## src/hdl/uftl_ram.sv

```systemverilog
// ----------------------------------------------------------------------------
// uftl_ram
// Generic simple dual-port RAM: one write port, one read port, registered read.
// ----------------------------------------------------------------------------
`default_nettype none

module uftl_ram #(
    parameter int WIDTH = 8,
    parameter int DEPTH = 16,
    localparam int AW = (DEPTH > 1) ? $clog2(DEPTH) : 1
) (
    input  wire logic             i_clk,
    input  wire logic             i_we,
    input  wire logic [AW-1:0]    i_waddr,
    input  wire logic [WIDTH-1:0] i_wdata,
    input  wire logic             i_re,
    input  wire logic [AW-1:0]    i_raddr,
    output logic      [WIDTH-1:0] o_rdata
);

    logic [WIDTH-1:0] r_mem [DEPTH];
    logic [WIDTH-1:0] r_rdata;

    // Write port.
    always_ff @(posedge i_clk) begin
        if (i_we) begin
            r_mem[i_waddr] <= i_wdata;
        end
    end

    // Registered read port; data holds while no read is issued.
    always_ff @(posedge i_clk) begin
        if (i_re) begin
            r_rdata <= r_mem[i_raddr];
        end
    end

    assign o_rdata = r_rdata;

endmodule

`default_nettype wire

```

## config.mk

```make
export PLATFORM = sky130hd
export DESIGN_NAME = uftl_ram
export DESIGN_NICKNAME = d
export VERILOG_FILES = /design/src/hdl/uftl_ram.sv
export SDC_FILE = /design/constraint.sdc
export NUM_CORES = 1
export LEC_CHECK = 0
export ABC_AREA = 0
export BUFFER_PORTS_ARGS = -buffer_cell sky130_fd_sc_hd__buf_2
export CAP_MARGIN = 20
export CORE_ASPECT_RATIO = 0.7
export CORE_UTILIZATION = 45
export CTS_BUF_LIST = sky130_fd_sc_hd__clkbuf_8 sky130_fd_sc_hd__clkbuf_16
export DETAILED_ROUTE_END_ITERATION = 8
export SLEW_MARGIN = 5
export SYNTH_ARGS = -nofsm -noshare
export SYNTH_HDL_FRONTEND = slang
export SYNTH_SLANG_ARGS = --single-unit
export TNS_END_PERCENT = 30
```

## constraint.sdc

```tcl
create_clock -name i_clk -period 2.8 [get_ports i_clk]
set_clock_uncertainty 0.05 [all_clocks]
set_input_delay 0.28 -clock i_clk [delete_from_list [all_inputs] [get_ports i_clk]]
set_output_delay 0.28 -clock i_clk [all_outputs]
set_load 0.01 [all_outputs]
```

Word-level counts from Yosys, hierarchy flattened
Memory sizes are Yosys's and may differ from the RTL's. A register that Yosys moved wholly into a read port is not among the register bits.
Cells that the tools add are included.
{ "word_totals": {"word_cells": 3, "n_memories": 1, "mem_bits_rw": 128, "reg_bits": 0, "output_inout_bits": 8} }
{ "op_classes": {"muxes": 2} }
{ "mem_list": {"columns": ["memory", "depth", "word_bits", "read_ports", "rd_ports_with_merged_regs", "write_ports", "line", "text"], "rows": [
  ["r_mem", 16, 8, 1, 1, 1, "21", "logic [WIDTH-1:0] r_mem [DEPTH];"]
]} }
{ "op_table": {"columns": ["cell", "n"], "rows": [
  ["1-bit two-way mux", 2]
]} }

Depth between registers and ports, before layout
Gate-level depths: netlist (run 1).
{ "depth": {"word_depth": 2, "ltp_mapped": 5, "mapped_depth_nobuf": 3} }

Worst setup path after synthesis (run 1)
OpenSTA, ideal clock, no wires.
{ "synth_timing": {"path_type": "input-to-reg", "startpoint": "input port i_waddr[2]", "endpoint": "memory r_mem[0][0] (enable)", "required_time_ps": 2367, "n_path_buf": 0, "arrival_ps": 1390, "setup_slack_ps": 977, "setup_time_ps": 383, "stages": 2, "cell_sequence": "or3b_2 > nor3_1"} }
{ "synth_lines": {"columns": ["item", "line", "text"], "rows": [
  ["start: declaration", "14", "input wire logic [AW-1:0] i_waddr,"],
  ["end: declaration", "21", null]
]} }
No word-level cell before the write port.

==> results of run 1 <==
flip-flops by register name, indices dropped and copies added (netlist names):
| register | count |
|---|---|
| r_mem | 128 |
| o_rdata | 8 |
power by group through the flow:
stage          Combinational [W]  Clock, W  Sequential, W
2_1_floorplan           0.000116         0        0.00235
3_3_place_gp            0.000204         0        0.00235
3_5_place_dp            0.000209         0        0.00235
4_1_cts                 0.000210   0.00230        0.00231
5_1_grt                 0.000227   0.00239        0.00231
6_report                0.000205   0.00227        0.00231
metal layers:
metal | part of all wire [%] | global-route usage (%) | routed length, um
met5 | 0 | 0 | 0
met4 | 0.64 | 6.32 | 64
met3 | 6.7 | 5.08 | 668
met2 | 44 | 26.0 | 4390
met1 | 49 | 29.3 | 4890
final cells by class:
| cell class | instances | area share (%) |
|---|---|---|
| clock inverter | 15 | 2.98 |
| tap | 153 | 3.08 |
| sequential | 136 | 65.8 |
| timing repair buffer | 42 | 4.23 |
| clock buffer | 17 | 6.85 |
| multi-input combinational | 83 | 17.0 |
kinds of logic (layout without fill, tap and decap cells):
| group | Yosys count | in the layout | synth area share, % |
|---|---|---|---|
| flops | 136 | 136 | 78.1 |
| simple gates | 35 | 35 | 3.14 |
| mux | 32 | 32 | 14.8 |
| compound gates | 16 | 16 | 2.30 |
| buf+inv | 10 | 74 | 1.65 |
worst max-delay path by stage:
stage	start	endpoint	slack (ns)	cells after the start
6_report	r_mem[1][0]	o_rdata[0]	1.28	3
5_1_grt	r_mem[8][3]	o_rdata[3]	1.16	3
4_1_cts	r_mem[8][3]	o_rdata[3]	1.24	3
3_5_place_dp	i_raddr[0]	o_rdata[0]	0.85	5
3_3_place_gp	i_raddr[0]	o_rdata[0]	0.85	5
2_1_floorplan	i_waddr[2]	r_mem[0][0]	0.98	2
stage by stage:
step	cells	util (%)
2_1_floorplan	229	-
3_3_place_gp	414	50.1
3_5_place_dp	414	50.1
4_1_cts	446	55.6
5_1_grt	446	55.6
6_report	446	55.6
Yosys cell counts, drive strengths merged:
cell	instances	area (um^2)
a22oi	16	120
buf	7	56.3
clkdlybuf4s25	3	30.0
edfxtp	136	4080
nand2	9	33.8
nor2	13	48.8
nor2b	1	6.26
nand2b	2	12.5
and2	1	6.26
and2b	1	7.51
nand3b	2	15.0
or3b	1	8.76
mux4	32	773
nor3	4	20.0
nand3	1	5.00
==> impl_results.md, run 1 <==
- Outcome: finished clean
- Endpoints failing hold: 0
- CP Cell Sequence: mux4_1 -> a22oi_1 -> nand2_1
- Mean number of vias per cell: 5.47
- TritonCTS buffer count: 17
- # port buffers: 26
- Max Cap Viol: 0
- Startpoint Class: flip-flop
- Comb pwr share: 4.3%
- Syn Inst Count: 229
- Pwr Density: 770 mW/mm^2
- CP max FO: 1
- WL final: 10000 um
- I/O Pins: 27
- Pre-CTS WS: 0.851 ns
- Post-Syn Area: 0.00523 mm^2
- Pint: 0.00386 W
- Setup tns final: 0 ns
- Pre-antenna DRT Iters: 4
- Clock Tree Root: clkbuf_16
- Rel. slew slack: 45.3%
- Vert. Die Dim: 92.2 um
- Setup violations, final: 0
- Post-route DRC violation count: 0
- Seq pwr share: 48.3%
- Post-CTS Hold Buffers: 0
- Max Freq: 658 MHz
- Slowest-stage cell, CP: mux4_1
- Clock transition at path regs: 0.05 ns
- Area grow syn2layout: 18.7%
- Sw frac: 19.3%
- H-tree Lvls: 4
- Total GRT Usage: 19.0%
- Initial Utilization: 46.8%
- Worst-Margin Slew: 0.817 ns
- Yosys reg bits: 136
- FF+latch area: 0.00408 mm^2
- Clock power share: 47.4%
- First-pass GRT wire length: 15300 um
- Dpl cell area: 0.00560 mm^2
- Diodes inserted: 0
- Post-synth cell types: 18
- Largest stage delay, worst path: 0.53 ns
- DRT iter0 DRCs: 236
- Gr ovfl total: 0
- Clock Path Buffers: 2
- Worst hold slack: 0.197 ns
- Mapped Nets: 248
- CTS tree: done
- Clock Latency Late Sink: 0.41 ns
- Hold EP: o_rdata[3]
- R2R Path End: o_rdata[0]
- Min-delay src: i_re
- DR WL/cell: 22.5 um
- Resize count post-CTS: 0
- Vias: 2439
- Period utilization: 54.3%
- Filler cells: 839
- Multi-input logic area: 0.00106 mm^2
- Share of layout cells above drive strength 1: 30.7%
- Fin nets: 299
- Final Critical Period: 1.52 ns
- Avg Cell Area, Syn: 22.8 um^2
- Launch point of the worst reg-to-reg path: r_mem[1][0]
- Detailed Place HPWL: 6520 um
- Setup crit end kind: flip-flop
- Initial antenna violation count: 0
- Die Wd: 131 um
- WP data arrival: 1.63 ns
- Post-synthesis sequential area ratio: 78.1%
- Reg2reg setup slack: 1.28 ns
- Clock Sinks: 136
- Min-Delay Path Class: primary input to flip-flop
- Most frequent cells in the layout: edfxtp_1, buf_2, mux4_2
- Worst Path Required: 2.91 ns
- Vias in the first global route: 2551
- NetSw: 0.000923 W
- Antenna Nets Post-Route: 0
- Setup CP Type: flip-flop to flip-flop
- GPL Wtd Cong: 0.677
- Final Instance Area: 0.00621 mm^2
- Buf/Inv on CP: 0
- Register-to-Register Path Depth: 3
- Leak: 2.10 nW
- Largest net degree at the start of global routing: 33
- Commonest non-fill, non-tap cell in the layout: edfxtp_1
- Unrepaired setup endpoints after global routing: false
- Post-CTS setup buffers: 0
- Die area: 0.0121 mm^2
- Core area: 0.0112 mm^2
- Row cnt: 32
- Worst hold stages: 1
- Total design power: 0.00478 W
- Synth warn: 0
- Delay-heaviest family, CP: multiplexers
- Final WS setup: 1.28 ns
- Max VDD drop: 0.000445 V
- Fin. max-slew vios: 0
No activity file was read; power rests on OpenSTA's default activity.
==> inputs of run 2 (changes only) <==
--- a/config.mk
+++ b/config.mk
@@ -5,7 +5,7 @@
 export SDC_FILE = /design/constraint.sdc
 export NUM_CORES = 1
 export LEC_CHECK = 0
-export ABC_AREA = 0
+export ABC_AREA = 1
 export BUFFER_PORTS_ARGS = -buffer_cell sky130_fd_sc_hd__buf_2
 export CAP_MARGIN = 20
 export CORE_ASPECT_RATIO = 0.7
==> constraint.sdc (replaced) <==
create_clock -name i_clk -period 1.4 [get_ports i_clk]
set_clock_uncertainty 0.05 [all_clocks]
set_input_delay 0.14 -clock i_clk [delete_from_list [all_inputs] [get_ports i_clk]]
set_output_delay 0.14 -clock i_clk [all_outputs]
set_load 0.01 [all_outputs]
==> impl_results.md, run 2 <==
- Core area: 0.0125 mm^2
- Initial antenna violation count: 1
- Fin cells: 778
- Fin nets: 623
- Row cnt: 34
- Clock power share: 44.7%
- Post-Syn Area: 0.00585 mm^2
- Seq pwr share: 48.8%
- Most frequent cells in the layout: nand2_1, edfxtp_1, inv_1
- Period utilization: 88.5%
- Slowest-stage cell, CP: edfxtp_1
- Initial Utilization: 46.6%
- Clock Tree Root: clkbuf_16
- Post-synthesis sequential area ratio: 69.8%
- Max VDD drop: 0.000929 V
- Total GRT Usage: 23.1%
- Leak: 2.99 nW
- Hold EP: o_rdata[2]
- Yosys reg bits: 136
- Pwr Density: 1370 mW/mm^2
- GPL Wtd Cong: 0.947
- Min-delay src: i_re
- Yosys top cell area share: 69.8%
- Fin. max-slew vios: 0
- R2R Path End: o_rdata[3]
- Post-synth EDFFs: 136
- Vias in the first global route: 3872
- Delay-heaviest family, CP: flip-flops
- WP data arrival: 1.05 ns
- DR WL/cell: 18.4 um
- TritonCTS buffer count: 17
- Detailed Place HPWL: 9370 um
- Min-Delay Path Class: primary input to flip-flop
- Launch point of the worst reg-to-reg path: r_mem[15][3]
- CTS tree: done
- Worst-Margin Slew: 0.414 ns
- Max Cap Viol: 0
- Outcome: finished with violations
- Area grow syn2layout: 18.3%
- Comb pwr share: 6.6%
- Gr ovfl total: 0
- Filler cells: 1082
- Max FFs per register: 128
- Commonest non-fill, non-tap cell in the layout: nand2_1
- Synth warn: 0
- Vias: 4006
- Setup violations, final: 0
- Synth area leader: edfxtp_1
- Post-CTS setup buffers: 0
- Resize count post-CTS: 0
- WL final: 14400 um
- Syn Inst Count: 551
- Share of layout cells above drive strength 1: 14.3%
- Largest net degree at the start of global routing: 35
- CP Cell Sequence: buf_2
- CP max FO: 1
- Setup CP Type: flip-flop to output pin
- Antenna Nets Post-Route: 0
- Ys async rst share: 0%
- Max Freq: 807 MHz
- Largest stage delay, worst path: 0.46 ns
- CP startpoint: o_rdata[3]
- H-tree Lvls: 4
- Final Critical Period: 1.24 ns
- Setup tns final: 0 ns
- Reg2reg setup slack: 0.17 ns
- # port buffers: 26
- Biggest register: r_mem
- Clock Latency Late Sink: 0.41 ns
- DRT iter0 DRCs: 332
- Mean number of vias per cell: 5.15
- Startpoint Class: flip-flop
- Die Wd: 138 um
- Failing checks: design-rule violations
- Sw frac: 22.2%
- Diodes inserted: 0
- Synth top area cells: edfxtp_1, nand2_1, nand3_1, inv_1, buf_6
- Unrepaired setup endpoints after global routing: false
- Mapped Nets: 570
- Post-synth cell types: 11
- Post-CTS Hold Buffers: 0
- I/O Pins: 27
- Endpoints failing hold: 0
- Synth cell count leaders: nand2_1, edfxtp_1, inv_1
- Clock Path Buffers: 2
- Clock transition at path regs: 0.06 ns
- Rel. slew slack: 72.4%
- Buf/Inv on CP: 1
- NetSw: 0.00210 W
- First-pass GRT wire length: 22500 um
- Vert. Die Dim: 97.4 um
- Total design power: 0.00948 W
- Worst Path Required: 1.21 ns
- Setup crit end kind: output pin
- Die area: 0.0135 mm^2
- Clock Sinks: 136
- Main synth FF type: edfxtp_1
- Pint: 0.00738 W
- Pre-antenna DRT Iters: 7
- Worst hold stages: 1
- Register-to-Register Path Depth: 6
- Cell with the most instances after synthesis: nand2_1
- Post-route DRC violation count: 4
- Avg Cell Area, Syn: 10.6 um^2
- Placed insts: 747
## run 2: metal layers
metal / global-route usage (%) / routed length, um
met5: 0 / 9
met4: 7.61 / 210
met1: 36.0 / 6940
met2: 31.5 / 5940
met3: 5.17 / 1260
## run 2: power groups by stage
| stage | combinational [W] | sequential (W) | clock, W |
|---|---|---|---|
| after floorplan | 0.000322 | 0.00470 | 0 |
| after global placement | 0.000613 | 0.00470 | 0 |
| after detailed placement | 0.000619 | 0.00471 | 0 |
| after CTS | 0.000622 | 0.00462 | 0.00428 |
| after global routing | 0.000690 | 0.00463 | 0.00444 |
| final | 0.000622 | 0.00462 | 0.00423 |
## run 2: how the worst max path moves through the flow
stage	endpoint	slack (ns)	cells after the start
after floorplan	r_mem[10][0]	0.26	2
after global placement	o_rdata[2]	-0.03	7
after detailed placement	o_rdata[2]	-0.05	7
after CTS	o_rdata[3]	0.15	1
after global routing	o_rdata[6]	0.09	6
final	o_rdata[3]	0.16	1
## run 2: final cells by class
| cell class | count | area (um^2) | share of cell area (%) |
|---|---|---|---|
| well taps | 162 | 203 | 2.93 |
| flip-flops and latches | 136 | 4080 | 59.1 |
| inverters | 102 | 383 | 5.54 |
| clock inverters | 14 | 136 | 1.97 |
| multi-input cells | 289 | 1210 | 17.6 |
| repair buffers | 58 | 470 | 6.80 |
| clock buffers | 17 | 425 | 6.15 |
## run 2: logic make-up after synthesis
group / synth area share, %
flops: 69.8
simple gates: 20.8
buf+inv: 9.39
## run 2: per-stage QoR
stage                     hold slack [ns]  instance area [um^2]  utilization [%]  setup WS [ns]
final                              0.0679                  6920             55.1          0.160
after global routing               0.0583                  6920             55.1         0.0870
after CTS                          0.0578                  6920             55.1          0.152
after detailed placement            0.483                  6350             50.6        -0.0455
after global placement              0.474                  6350             50.6        -0.0335
after floorplan                     0.189                  5850                -          0.259
